**config.mk**
```make
export PLATFORM = sky130hd
export DESIGN_NAME = disk_block_crc16_core
export DESIGN_NICKNAME = d
export VERILOG_FILES = /design/src/hw/rtl/dbc_pkg.sv /design/src/hw/rtl/dbc_accum.sv /design/src/hw/rtl/dbc_finish.sv /design/src/hw/rtl/disk_block_crc16_core.sv
export SDC_FILE = /design/constraint.sdc
export NUM_CORES = 1
export LEC_CHECK = 0
export ABC_AREA = 1
export BUFFER_PORTS_ARGS = -buffer_cell sky130_fd_sc_hd__buf_2
export CAP_MARGIN = 20
export CORE_MARGIN = 1.5
export CORE_UTILIZATION = 40
export DETAILED_ROUTE_END_ITERATION = 10
export PLACE_DENSITY = 0.65
export SETUP_SLACK_MARGIN = 0.1
export SLEW_MARGIN = 25
export SYNTH_ARGS = -nofsm -noshare
export SYNTH_HDL_FRONTEND = slang
export SYNTH_HIERARCHICAL = 1
export SYNTH_SLANG_ARGS = --single-unit
```
**constraint.sdc**
```tcl
create_clock -name clk -period 5.4 [get_ports clk]
set_clock_uncertainty 0.1 [all_clocks]
set_input_delay 0.81 -clock clk [delete_from_list [all_inputs] [get_ports clk]]
set_output_delay 0.81 -clock clk [all_outputs]
set_load 0.02 [all_outputs]
```
**src/hw/rtl/dbc_pkg.sv**
```systemverilog
// Shared types, constants and the byte-wide CRC update for the disk block checksum.
// No dependencies; imported by every module of the block.
`timescale 1ns / 1ps

package dbc_pkg;

  localparam logic [15:0] CRC_POLY       = 16'h8408;
  localparam logic [15:0] CRC_INIT_RESET = 16'h8000;
  localparam logic [7:0]  ZERO_BYTE      = 8'h00;

  // Finished block sum (before the two trailing zero bytes) moving downstream.
  typedef struct packed {
    logic        valid;
    logic [15:0] sum;
  } dbc_tail_t;

  // Shift one byte into the register, least significant bit first.
  function automatic logic [15:0] crc_byte(input logic [15:0] crc_in, input logic [7:0] data);
    logic [15:0] crc;
    logic        carry;
    crc = crc_in;
    for (int k = 0; k < 8; k++) begin
      carry = crc[0];
      crc   = {data[k], crc[15:1]};
      if (carry) begin
        crc = crc ^ CRC_POLY;
      end
    end
    return crc;
  endfunction

endpackage

```
**src/hw/rtl/dbc_accum.sv**
```systemverilog
// Input register and running checksum register of the disk block checksum.
// Depends on dbc_pkg for the byte update and the tail handoff struct.
`timescale 1ns / 1ps

module dbc_accum (
  input  logic              clk,
  input  logic              rst_n,
  input  logic              cfg_wr_en,
  input  logic [15:0]       cfg_wr_data,
  input  logic              in_valid,
  output logic              in_stall,
  input  logic [7:0]        in_data_byte,
  input  logic              in_last_byte,
  output dbc_pkg::dbc_tail_t tail,
  input  logic              tail_ready
);
  import dbc_pkg::*;

  logic        s1_v_r;
  logic [7:0]  s1_byte_r;
  logic        s1_last_r;
  logic [15:0] sum_r;
  logic [15:0] init_r;
  logic [15:0] sum_nxt;
  logic        move;
  logic        accept;

  // The held byte leaves unless it closes a block and the tail slot is full.
  assign move     = s1_v_r && (!s1_last_r || tail_ready);
  assign in_stall = s1_v_r && s1_last_r && !tail_ready;
  assign accept   = in_valid && !in_stall;
  assign sum_nxt  = crc_byte(sum_r, s1_byte_r);

  assign tail.valid = s1_v_r && s1_last_r;
  assign tail.sum   = sum_nxt;

  always_ff @(posedge clk) begin
    if (!rst_n) begin
      s1_v_r <= 1'b0;
      sum_r  <= CRC_INIT_RESET;
      init_r <= CRC_INIT_RESET;
    end else begin
      if (accept) begin
        s1_v_r <= 1'b1;
      end else if (move) begin
        s1_v_r <= 1'b0;
      end
      if (cfg_wr_en) begin
        init_r <= cfg_wr_data;
        sum_r  <= cfg_wr_data;
      end else if (move) begin
        sum_r <= s1_last_r ? init_r : sum_nxt;
      end
    end
  end

  always_ff @(posedge clk) begin
    if (accept) begin
      s1_byte_r <= in_data_byte;
      s1_last_r <= in_last_byte;
    end
  end

`ifndef NO_ASSERTIONS
  a_hold: assert property (@(posedge clk) disable iff (!rst_n)
    s1_v_r && !move && !accept |=> s1_v_r && $stable(s1_byte_r) && $stable(s1_last_r))
    else $error("held input byte changed");
  a_reload: assert property (@(posedge clk) disable iff (!rst_n)
    move && s1_last_r && !cfg_wr_en |=> sum_r == $past(init_r))
    else $error("checksum not reloaded after block end");
  a_cfg: assert property (@(posedge clk) disable iff (!rst_n)
    cfg_wr_en |=> sum_r == $past(cfg_wr_data) && init_r == $past(cfg_wr_data))
    else $error("initial value write not applied");
`endif

endmodule

```
**src/hw/rtl/dbc_finish.sv**
```systemverilog
// Tail pipeline: shifts the two implied zero bytes into a finished block sum and
// holds the checksum in the output register. Depends on dbc_pkg.
`timescale 1ns / 1ps

module dbc_finish (
  input  logic               clk,
  input  logic               rst_n,
  input  dbc_pkg::dbc_tail_t tail,
  output logic               tail_ready,
  output logic               out_valid,
  input  logic               out_stall,
  output logic [15:0]        out_checksum
);
  import dbc_pkg::*;

  logic        a_v_r;
  logic [15:0] a_sum_r;
  logic        b_v_r;
  logic [15:0] b_sum_r;
  logic        out_v_r;
  logic [15:0] out_sum_r;
  logic        adv_out;
  logic        ready_b;

  assign adv_out    = !out_v_r || !out_stall;
  assign ready_b    = !b_v_r || adv_out;
  assign tail_ready = !a_v_r || ready_b;

  always_ff @(posedge clk) begin
    if (!rst_n) begin
      a_v_r   <= 1'b0;
      b_v_r   <= 1'b0;
      out_v_r <= 1'b0;
    end else begin
      if (tail_ready) begin
        a_v_r <= tail.valid;
      end
      if (ready_b) begin
        b_v_r <= a_v_r;
      end
      if (adv_out) begin
        out_v_r <= b_v_r;
      end
    end
  end

  always_ff @(posedge clk) begin
    if (tail_ready) begin
      a_sum_r <= tail.sum;
    end
    if (ready_b) begin
      b_sum_r <= crc_byte(a_sum_r, ZERO_BYTE);
    end
    if (adv_out) begin
      out_sum_r <= crc_byte(b_sum_r, ZERO_BYTE);
    end
  end

  assign out_valid    = out_v_r;
  assign out_checksum = out_sum_r;

`ifndef NO_ASSERTIONS
  a_a_hold: assert property (@(posedge clk) disable iff (!rst_n)
    a_v_r && !ready_b |=> a_v_r && $stable(a_sum_r))
    else $error("first tail stage lost its sum");
  a_b_hold: assert property (@(posedge clk) disable iff (!rst_n)
    b_v_r && !adv_out |=> b_v_r && $stable(b_sum_r))
    else $error("second tail stage lost its sum");
  a_out_hold: assert property (@(posedge clk) disable iff (!rst_n)
    out_v_r && out_stall |=> out_v_r && $stable(out_sum_r))
    else $error("stalled checksum changed");
`endif

endmodule

```
**src/hw/rtl/disk_block_crc16_core.sv**
```systemverilog
// Path: a byte marked last goes from the input register through tail stages a and b to the output register.
// Throughput: one byte per cycle while in_stall is low; a stalled result is absorbed by the pipeline slots behind it.
// Reset: synchronous, active low; initial value and running checksum return to 0x8000.
// One eight-bit unrolled CRC update runs for the byte, then one for each zero byte in stage b and the output register.
// Depends on dbc_pkg, dbc_accum and dbc_finish.
`timescale 1ns / 1ps

module disk_block_crc16_core (
  input  logic        clk,
  input  logic        rst_n,
  input  logic        cfg_wr_en,
  input  logic [15:0] cfg_wr_data,
  input  logic        in_valid,
  output logic        in_stall,
  input  logic [7:0]  in_data_byte,
  input  logic        in_last_byte,
  output logic        out_valid,
  input  logic        out_stall,
  output logic [15:0] out_checksum
);
  import dbc_pkg::*;

  // Handoff of a finished block sum from the accumulator to the tail pipeline.
  // The accumulator folds the last byte in on the way out, so the tail only
  // has to add the two implied zero bytes, one each in stage b and the output register.
  dbc_tail_t tail;
  logic      tail_ready;

  // The accumulator registers each request, updates the running checksum as
  // the byte leaves the input register, and reloads the initial value at the
  // end of a block. A configuration write reloads the checksum as well.
  dbc_accum u_accum (
    .clk          (clk),
    .rst_n        (rst_n),
    .cfg_wr_en    (cfg_wr_en),
    .cfg_wr_data  (cfg_wr_data),
    .in_valid     (in_valid),
    .in_stall     (in_stall),
    .in_data_byte (in_data_byte),
    .in_last_byte (in_last_byte),
    .tail         (tail),
    .tail_ready   (tail_ready)
  );

  // The tail pipeline has three slots, so bytes keep flowing while a finished
  // checksum waits in the output register for the sink to take it.
  dbc_finish u_finish (
    .clk          (clk),
    .rst_n        (rst_n),
    .tail         (tail),
    .tail_ready   (tail_ready),
    .out_valid    (out_valid),
    .out_stall    (out_stall),
    .out_checksum (out_checksum)
  );

endmodule
```
# After elaboration in Yosys (flattened, before gate mapping)
# Index checks and enable logic that the tools add are counted.
op_classes:
  n_mux: 43
  n_reduce_logical: 17
  bitwise: 24
op_table:
  columns: ["cell", "count"]
  rows:
  - ["$mux 16", 39]
  - ["$not 2->3", 16]
  - ["$not 3->3", 8]
  - ["$mux 11", 2]
  - ["$logic_not 1->1", 7]
  - ["$logic_and 1x1->1", 4]
  - ["$logic_or 1x1->1", 4]
  - ["$reduce_bool 2->1", 2]
  - ["$mux 1", 2]
totals:
  inputBits: 30
  output_inout_bits: 18
  elab_cells: 97
  ff_bits: 93

# Longest topological paths before layout
# Gate-level depths: netlist of the first run.
depth:
  word_depth: 24
  depth_mapped: 10
  mapped_depth_nobuf: 10

# Cells and area by module
# The synthesis of the first run kept the hierarchy.
modules_own_cells:
  columns: ["module", "instances", "area_each_um2", "seq_area_each_um2", "cells_per_inst"]
  rows:
  - ["dbc_accum", 1, 2225.9, 930.9, 339]
  - ["dbc_finish", 1, 2062.0, 1501.4, 159]

# Worst setup path before layout of the first run
# Ideal clock, no wire load.
synth_timing:
  kind: "input to output"
  from: "in out_stall"
  to: "out in_stall"
  path_buffers: 0
  required_time_ps: 4490
  arrival_time_ps: 1948
  setup_slack_ps: 2542
  cell_stages: 2
  path_cell_list: "nand4_1 > nor2_1"
synth_between:
  elab_chain_len: 6
synth_rtl:
  columns: ["item", "line_no", "rtl"]
  rows:
  - ["start, declared", "disk_block_crc16_core.sv:18", "input logic out_stall,"]
  - ["$logic_not 1->1", "dbc_finish.sv:25", "assign adv_out = !out_v_r || !out_stall;"]
  - ["$logic_or 1x1->1", "dbc_finish.sv:25", null]
  - ["$logic_or 1x1->1", "dbc_finish.sv:26", "assign ready_b = !b_v_r || adv_out;"]
  - ["$logic_or 1x1->1", "dbc_finish.sv:27", "assign tail_ready = !a_v_r || ready_b;"]
  - ["$logic_not 1->1", "dbc_accum.sv:30", "assign in_stall = s1_v_r && s1_last_r && !tail_ready;"]
  - ["$logic_and 1x1->1", "dbc_accum.sv:30", null]
  - ["end, declared", "disk_block_crc16_core.sv:14", "output logic in_stall,"]
# No other way between the ends.

# Worst setup path in the final report of the first run
layout_timing:
  from: "in out_stall"
  to: "out in_stall"
layout_between:
  elab_chain_len: 6
layout_rtl:
  columns: ["item", "line_no", "rtl"]
  rows:
  - ["$logic_not 1->1", "dbc_finish.sv:25", null]
  - ["$logic_or 1x1->1", "dbc_finish.sv:25", null]
  - ["$logic_or 1x1->1", "dbc_finish.sv:26", null]
  - ["$logic_or 1x1->1", "dbc_finish.sv:27", null]
  - ["net tail_ready", "disk_block_crc16_core.sv:27", "logic tail_ready;"]
  - ["$logic_not 1->1", "dbc_accum.sv:30", null]
  - ["$logic_and 1x1->1", "dbc_accum.sv:30", null]
# The timed path passes the listed nets, and every way through them passes these cells.

==> results.py, run 1 <==
metrics = {
    "detailed_routing": {
        "vias_per_cell": 4.75,
        "via_count": 3225,
        "dr.pass1.iters": 4,
        "finalWirelength_mm": 8.41,
        "ant_nets": 0,
        "wire_per_inst_um": 12.4,
        "drc": 0,
        "drt_first_iter_violations": 143,
    },
    "power_and_ir_drop": {
        "p_leak_nw": 2.21,
        "irDropWorstVdd_mv": 0.216,
        "powerDensity_mw_per_mm2": 412,
    },
    "timing": {
        "fin_crit_sh_pct": 47.0,
        "fin_tns_setup_ns": 0,
        "setup_viol": 0,
        "period_minus_slack_ns": 2.54,
        "rsz0062_at_grt": "false",
        "max_freq_ghz": 0.394,
        "worst_pin_slew_ns": 0.886,
        "relSlewSlack_pct": 40.7,
        "hold_viol_final": 0,
        "maxSlewViolCount": 0,
    },
    "cts": {
        "htree_levels": 3,
        "cts.hold.buffers_added": 0,
        "cts.clk_slew.worst_paths_ns": 0.09,
        "clock_path_buffers": 2,
        "cts_made_buffers": 9,
        "tritoncts": "built",
        "clkLatencyLatePin_ns": 0.36,
        "cts-root-buf": "clkbuf_8",
        "clock-sinks": 93,
        "postCtsResizedCells": 0,
        "post_cts_buffers": 0,
    },
    "grt": {
        "grt_usage_pct": 15.9,
        "grt_pass1_wl_mm": 13.9,
        "grt-ovfl-total": 0,
        "grt_max_degree": 48,
        "grt_pass1_vias": 3008,
        "antenna_found_initial": 0,
    },
    "floorplan": {
        "io_pins": 48,
        "start_util_pct": 41.3,
        "coreArea_mm2": 0.0104,
        "rows": 37,
        "die_h_um": 107,
        "dieWidth_um": 107,
        "die_area_mm2": 0.0113,
    },
    "synth": {
        "synthArstFlopShare_pct": 0,
        "synth-edff-count": 57,
        "ys_seq_elements": 93,
        "synth_ff_type": "edfxtp_1",
        "synth_commonest_cells": "nand2_1, edfxtp_1, inv_1",
        "yosysUniqueCellTypes": 24,
        "syn_inst": 498,
        "syn-mean-instance-area_um2": 8.61,
        "syn_nets": 528,
        "synth_top_cell_area_share_pct": 39.9,
        "yosysTopAreaCell": "edfxtp_1",
        "synth.most_common_cell": "nand2_1",
        "yosys_warnings": 6,
        "synth_area_leaders": "edfxtp_1, dfxtp_1, nand2_1, a21oi_1, inv_1",
        "ys_seq_area_share_pct": 56.7,
        "synth_area_mm2": 0.00429,
    },
    "finish": {
        "n_antenna_cell": 0,
        "layout-drive-gt1-share_pct": 13.8,
        "synthToLayoutAreaGrowth_pct": 11.5,
        "stdcell_area_mm2": 0.00478,
        "regArea_mm2": 0.00243,
        "nFillCells": 1032,
        "multiInputGateArea_mm2": 0.00153,
        "nNetsFinal": 568,
    },
    "worst_setup_path": {
        "crit_path_frequent_cell": "buf_2",
        "crit_slowest_cell": "buf_4",
        "critPathRequiredTime_ns": 4.49,
        "ff2ff_path_depth": 4,
        "end_kind": "output pin",
        "cp.arrival_ns": 1.63,
        "crit_type": "in2out",
        "cp-start-kind": "primary input",
        "path_cells": "buf_2, nand4_1, buf_4, nor2_1, buf_2",
        "cpPeakStageDelay_ns": 0.22,
        "critPathMaxFanout": 19,
    },
    "min_path": {
        "hp-class": "reg2reg",
        "whs_path_depth": 2,
    },
    "status": {
        "outcome": "finished, final reports clean",
    },
    "placed_design": {
        "gp_congestion": 0.882,
        "hpwl_mm": 6.31,
        "post_dp_cell_area_mm2": 0.00459,
        "port_buffers": 47,
    },
    "flow_run": {
        "maxCapViolCount": 0,
    },
}
-- registers in the layout, summed over array words and instances, names as in the netlist --
signal and flops:
u_accum/init_r 16, u_accum/s1_byte_r 8, u_accum/s1_last_r 1, u_accum/s1_v_r 1
u_accum/sum_r 16, u_finish/a_sum_r 16, u_finish/a_v_r 1, u_finish/b_sum_r 16
u_finish/b_v_r 1, u_finish/out_checksum 16, u_finish/out_valid 1
-- critical path: cells and delay by family --
family	cells	cell delay, ns
buffers and inverters	3	0.52
and+or+nand+nor	2	0.29
-- final cells by class --
type | instances | share of cell area [%]
well taps | 136 | 3.56
inverters | 54 | 4.35
clock inverters | 5 | 0.838
multi-input cells | 332 | 32.1
repair buffers | 48 | 5.08
clock buffers | 11 | 3.19
flip-flops and latches | 93 | 50.9
-- power breakdown --
group          leakage (nW)  internal, mW  switching [mW]
sequential            0.907         0.954          0.0971
clock                0.0960         0.200           0.251
combinational          1.20         0.176           0.291
-- path summary, 6_finish.rpt --
path / from / endpoint / slack (ns)
worst max-delay path: out_stall / in_stall / 2.86
worst min-delay path: u_finish/a_v_r / u_finish/b_v_r / 0.35
worst max register to register: u_finish/out_valid / u_accum/s1_byte_r[2] / 3.43
worst min register to register: u_finish/a_v_r / u_finish/b_v_r / 0.35
-- per-layer routing --
metal,global-route usage [%],vias to the layer above,routed length [um]
met1,18.9,1453,3540
met4,6.67,0,164
met2,28.4,99,4260
li1,-,1659,-
met3,2.82,14,442
met5,0,-,0
-- per-stage QoR --
| step | cells | power, mW | util, % | worst slack (ns) | hold WS, ns |
|---|---|---|---|---|---|
| final | 679 | 1.97 | 46.1 | 2.86 | 0.354 |
| after global routing | 679 | 2.10 | 46.1 | 2.76 | 0.387 |
| after CTS | 679 | 1.99 | 46.1 | 2.84 | 0.358 |
| after detailed placement | 663 | 1.54 | 44.2 | 2.79 | 0.344 |
| after global placement | 663 | 1.53 | 44.2 | 2.84 | 0.336 |
| after floorplan | 498 | 1.41 | - | 2.54 | 0.324 |
-- kinds of logic after synthesis --
| logic type | Yosys count | share of synthesized area [%] |
|---|---|---|
| compound gates | 68 | 8.11 |
| buf+inv | 73 | 7.50 |
| simple gates | 237 | 21.4 |
| flops | 93 | 56.7 |
| xor+xnor | 27 | 6.22 |
-- cells in the final DEF, fill, tap and decap left out, types with 3 or more instances in the layout --
| cell | Yosys | layout |
|---|---|---|
| buf_2 | 6 | 47 |
| o21ai_1 | 3 | 3 |
| nand3_1 | 14 | 14 |
| xor2_1 | 11 | 11 |
| dfxtp_1 | 36 | 36 |
| xnor2_1 | 12 | 12 |
| o21ai_0 | 17 | 17 |
| inv_6 | 1 | 3 |
| clkbuf_8 | 0 | 9 |
| inv_2 | 3 | 3 |
| nand2_1 | 185 | 185 |
| edfxtp_1 | 57 | 57 |
| a21oi_1 | 46 | 46 |
| xor2_2 | 4 | 4 |
| inv_1 | 50 | 50 |
| nor2_1 | 35 | 35 |
Power figures use the tool's default switching activity.
==> inputs of run 2 (changes only) <==
==> constraint.sdc (replaced) <==
create_clock -name clk -period 2.4 [get_ports clk]
set_clock_uncertainty 0.1 [all_clocks]
set_input_delay 0.36 -clock clk [delete_from_list [all_inputs] [get_ports clk]]
set_output_delay 0.36 -clock clk [all_outputs]
set_load 0.02 [all_outputs]
==> results.py, run 2 (synthesis gave the netlist of run 1 again) <==
metrics = {
    "worst_setup_path": {
        "critPathRequiredTime_ns": 1.94,
        "cp.arrival_ns": 1.29,
        "cpPeakStageDelay_ns": 0.37,
        "cp_num_buf_inv": 1,
        "end_kind": "output pin",
        "path_cells": "nand4_1, nor2_2, buf_2",
        "crit_slowest_cell": "dfxtp_1",
        "ff2ff_path_depth": 5,
        "critPathMaxFanout": 4,
        "crit_type": "reg2out",
        "crit_family": "simple AND/OR/NAND/NOR gates",
        "cp-start-kind": "register",
        "crit-reg2reg-launch": "u_accum/s1_last_r",
        "reg2reg_slack_ns": 0.85,
        "reg2reg_to": "u_accum/sum_r[6]",
    },
    "floorplan": {
        "start_util_pct": 41.3,
        "die_h_um": 107,
        "die_area_mm2": 0.0113,
        "coreArea_mm2": 0.0104,
        "io_pins": 48,
        "dieWidth_um": 107,
        "rows": 37,
    },
    "cts": {
        "cts_made_buffers": 9,
        "clock-sinks": 93,
        "tritoncts": "built",
        "clock_path_buffers": 2,
        "post_cts_buffers": 0,
        "cts.clk_slew.worst_paths_ns": 0.09,
        "postCtsResizedCells": 0,
        "cts-root-buf": "clkbuf_8",
        "htree_levels": 3,
        "clkLatencyLatePin_ns": 0.36,
        "cts.hold.buffers_added": 0,
    },
    "timing": {
        "period_minus_slack_ns": 1.75,
        "relSlewSlack_pct": 51.6,
        "setup_viol": 0,
        "fin_crit_sh_pct": 72.9,
        "hold_ws_ns": 0.0727,
        "rsz0062_at_grt": "false",
        "fin_tns_setup_ns": 0,
        "worst_pin_slew_ns": 0.724,
        "max_freq_ghz": 0.572,
        "hold_viol_final": 0,
        "maxSlewViolCount": 0,
    },
    "min_path": {
        "whs_path_depth": 1,
        "hold_path_end": "u_accum/s1_byte_r[2]",
        "min_from": "in_data_byte[2]",
        "hp-class": "in2reg",
    },
    "detailed_routing": {
        "dr.pass1.iters": 4,
        "via_count": 3114,
        "ant_nets": 0,
        "vias_per_cell": 4.57,
        "drc": 0,
        "drt_first_iter_violations": 135,
        "wire_per_inst_um": 11.3,
        "finalWirelength_mm": 7.69,
    },
    "grt": {
        "antenna_found_initial": 0,
        "grt_pass1_vias": 2896,
        "grt_pass1_wl_mm": 12.7,
        "grt_max_degree": 47,
        "grt_usage_pct": 14.3,
        "grt-ovfl-total": 0,
    },
    "finish": {
        "nNetsFinal": 570,
        "synthToLayoutAreaGrowth_pct": 12.4,
        "n_antenna_cell": 0,
        "layout-drive-gt1-share_pct": 14.3,
        "final_cell_mix": "nand2_1, edfxtp_1, inv_1",
        "final_common_cell": "nand2_1",
        "nFillCells": 1038,
    },
    "placed_design": {
        "gp_congestion": 0.784,
        "port_buffers": 47,
        "hpwl_mm": 5.69,
    },
    "power_and_ir_drop": {
        "powerDensity_mw_per_mm2": 939,
        "p_leak_nw": 2.23,
        "irDropWorstVdd_mv": 0.472,
    },
    "status": {
        "outcome": "finished, final reports clean",
    },
    "flow_run": {
        "maxCapViolCount": 0,
    },
}
-- run 2: changes by cell type in the layout (fill, tap and decap cells not counted) --
cell,before,now
buf_4,1,3
bufinv_16,0,2
inv_6,3,1
clkbuf_16,1,0
clkinv_2,0,1
nor2_1,35,34
nor2_2,0,1
-- run 2: where the power goes --
group | switching [mW] | total (mW) | internal (mW) | leakage (nW)
logic | 0.649 | 1.05 | 0.399 | 1.21
registers | 0.217 | 2.36 | 2.15 | 0.907
clock network | 0.527 | 1.11 | 0.588 | 0.107
-- run 2: how the worst max path moves through the flow --
| stage | start | end | slack, ns | cells after the start |
|---|---|---|---|---|
| detailed placement | out_stall | u_accum/sum_r[5] | 0.81 | 9 |
| finish | u_finish/out_valid | in_stall | 0.65 | 3 |
| global route | u_finish/out_valid | in_stall | 0.54 | 3 |
| CTS | u_finish/out_valid | in_stall | 0.62 | 3 |
| floorplan | u_finish/out_valid | u_accum/s1_byte_r[0] | 0.23 | 3 |
| global placement | out_stall | u_accum/sum_r[15] | 0.84 | 11 |
-- run 2: cell type report --
| cell class | count | area [um2] | area share [%] |
|---|---|---|---|
| flip-flops and latches | 93 | 2430 | 50.5 |
| multi-input cells | 332 | 1540 | 31.9 |
| repair buffers | 50 | 258 | 5.35 |
| inverters | 54 | 208 | 4.31 |
| well taps | 136 | 170 | 3.53 |
| clock buffers | 10 | 128 | 2.65 |
| clock inverters | 6 | 87.6 | 1.82 |
-- run 2: routing by layer --
metal | part of all wire [%] | global-route usage [%]
met1 | 46 | 17.5
met2 | 48 | 24.7
met3 | 4.6 | 3.25
met4 | 1.5 | 4.95
met5 | 0 | 0
-- run 2: metrics by stage --
stage	area [um2]	power [mW]	instances	setup slack (ns)	utilization [%]
floorplan	4290	3.17	498	0.235	-
global placement	4600	3.42	665	0.838	44.4
detailed placement	4600	3.46	665	0.806	44.4
CTS	4820	4.57	681	0.624	46.5
global route	4820	4.80	681	0.538	46.5
finish	4820	4.53	681	0.651	46.5
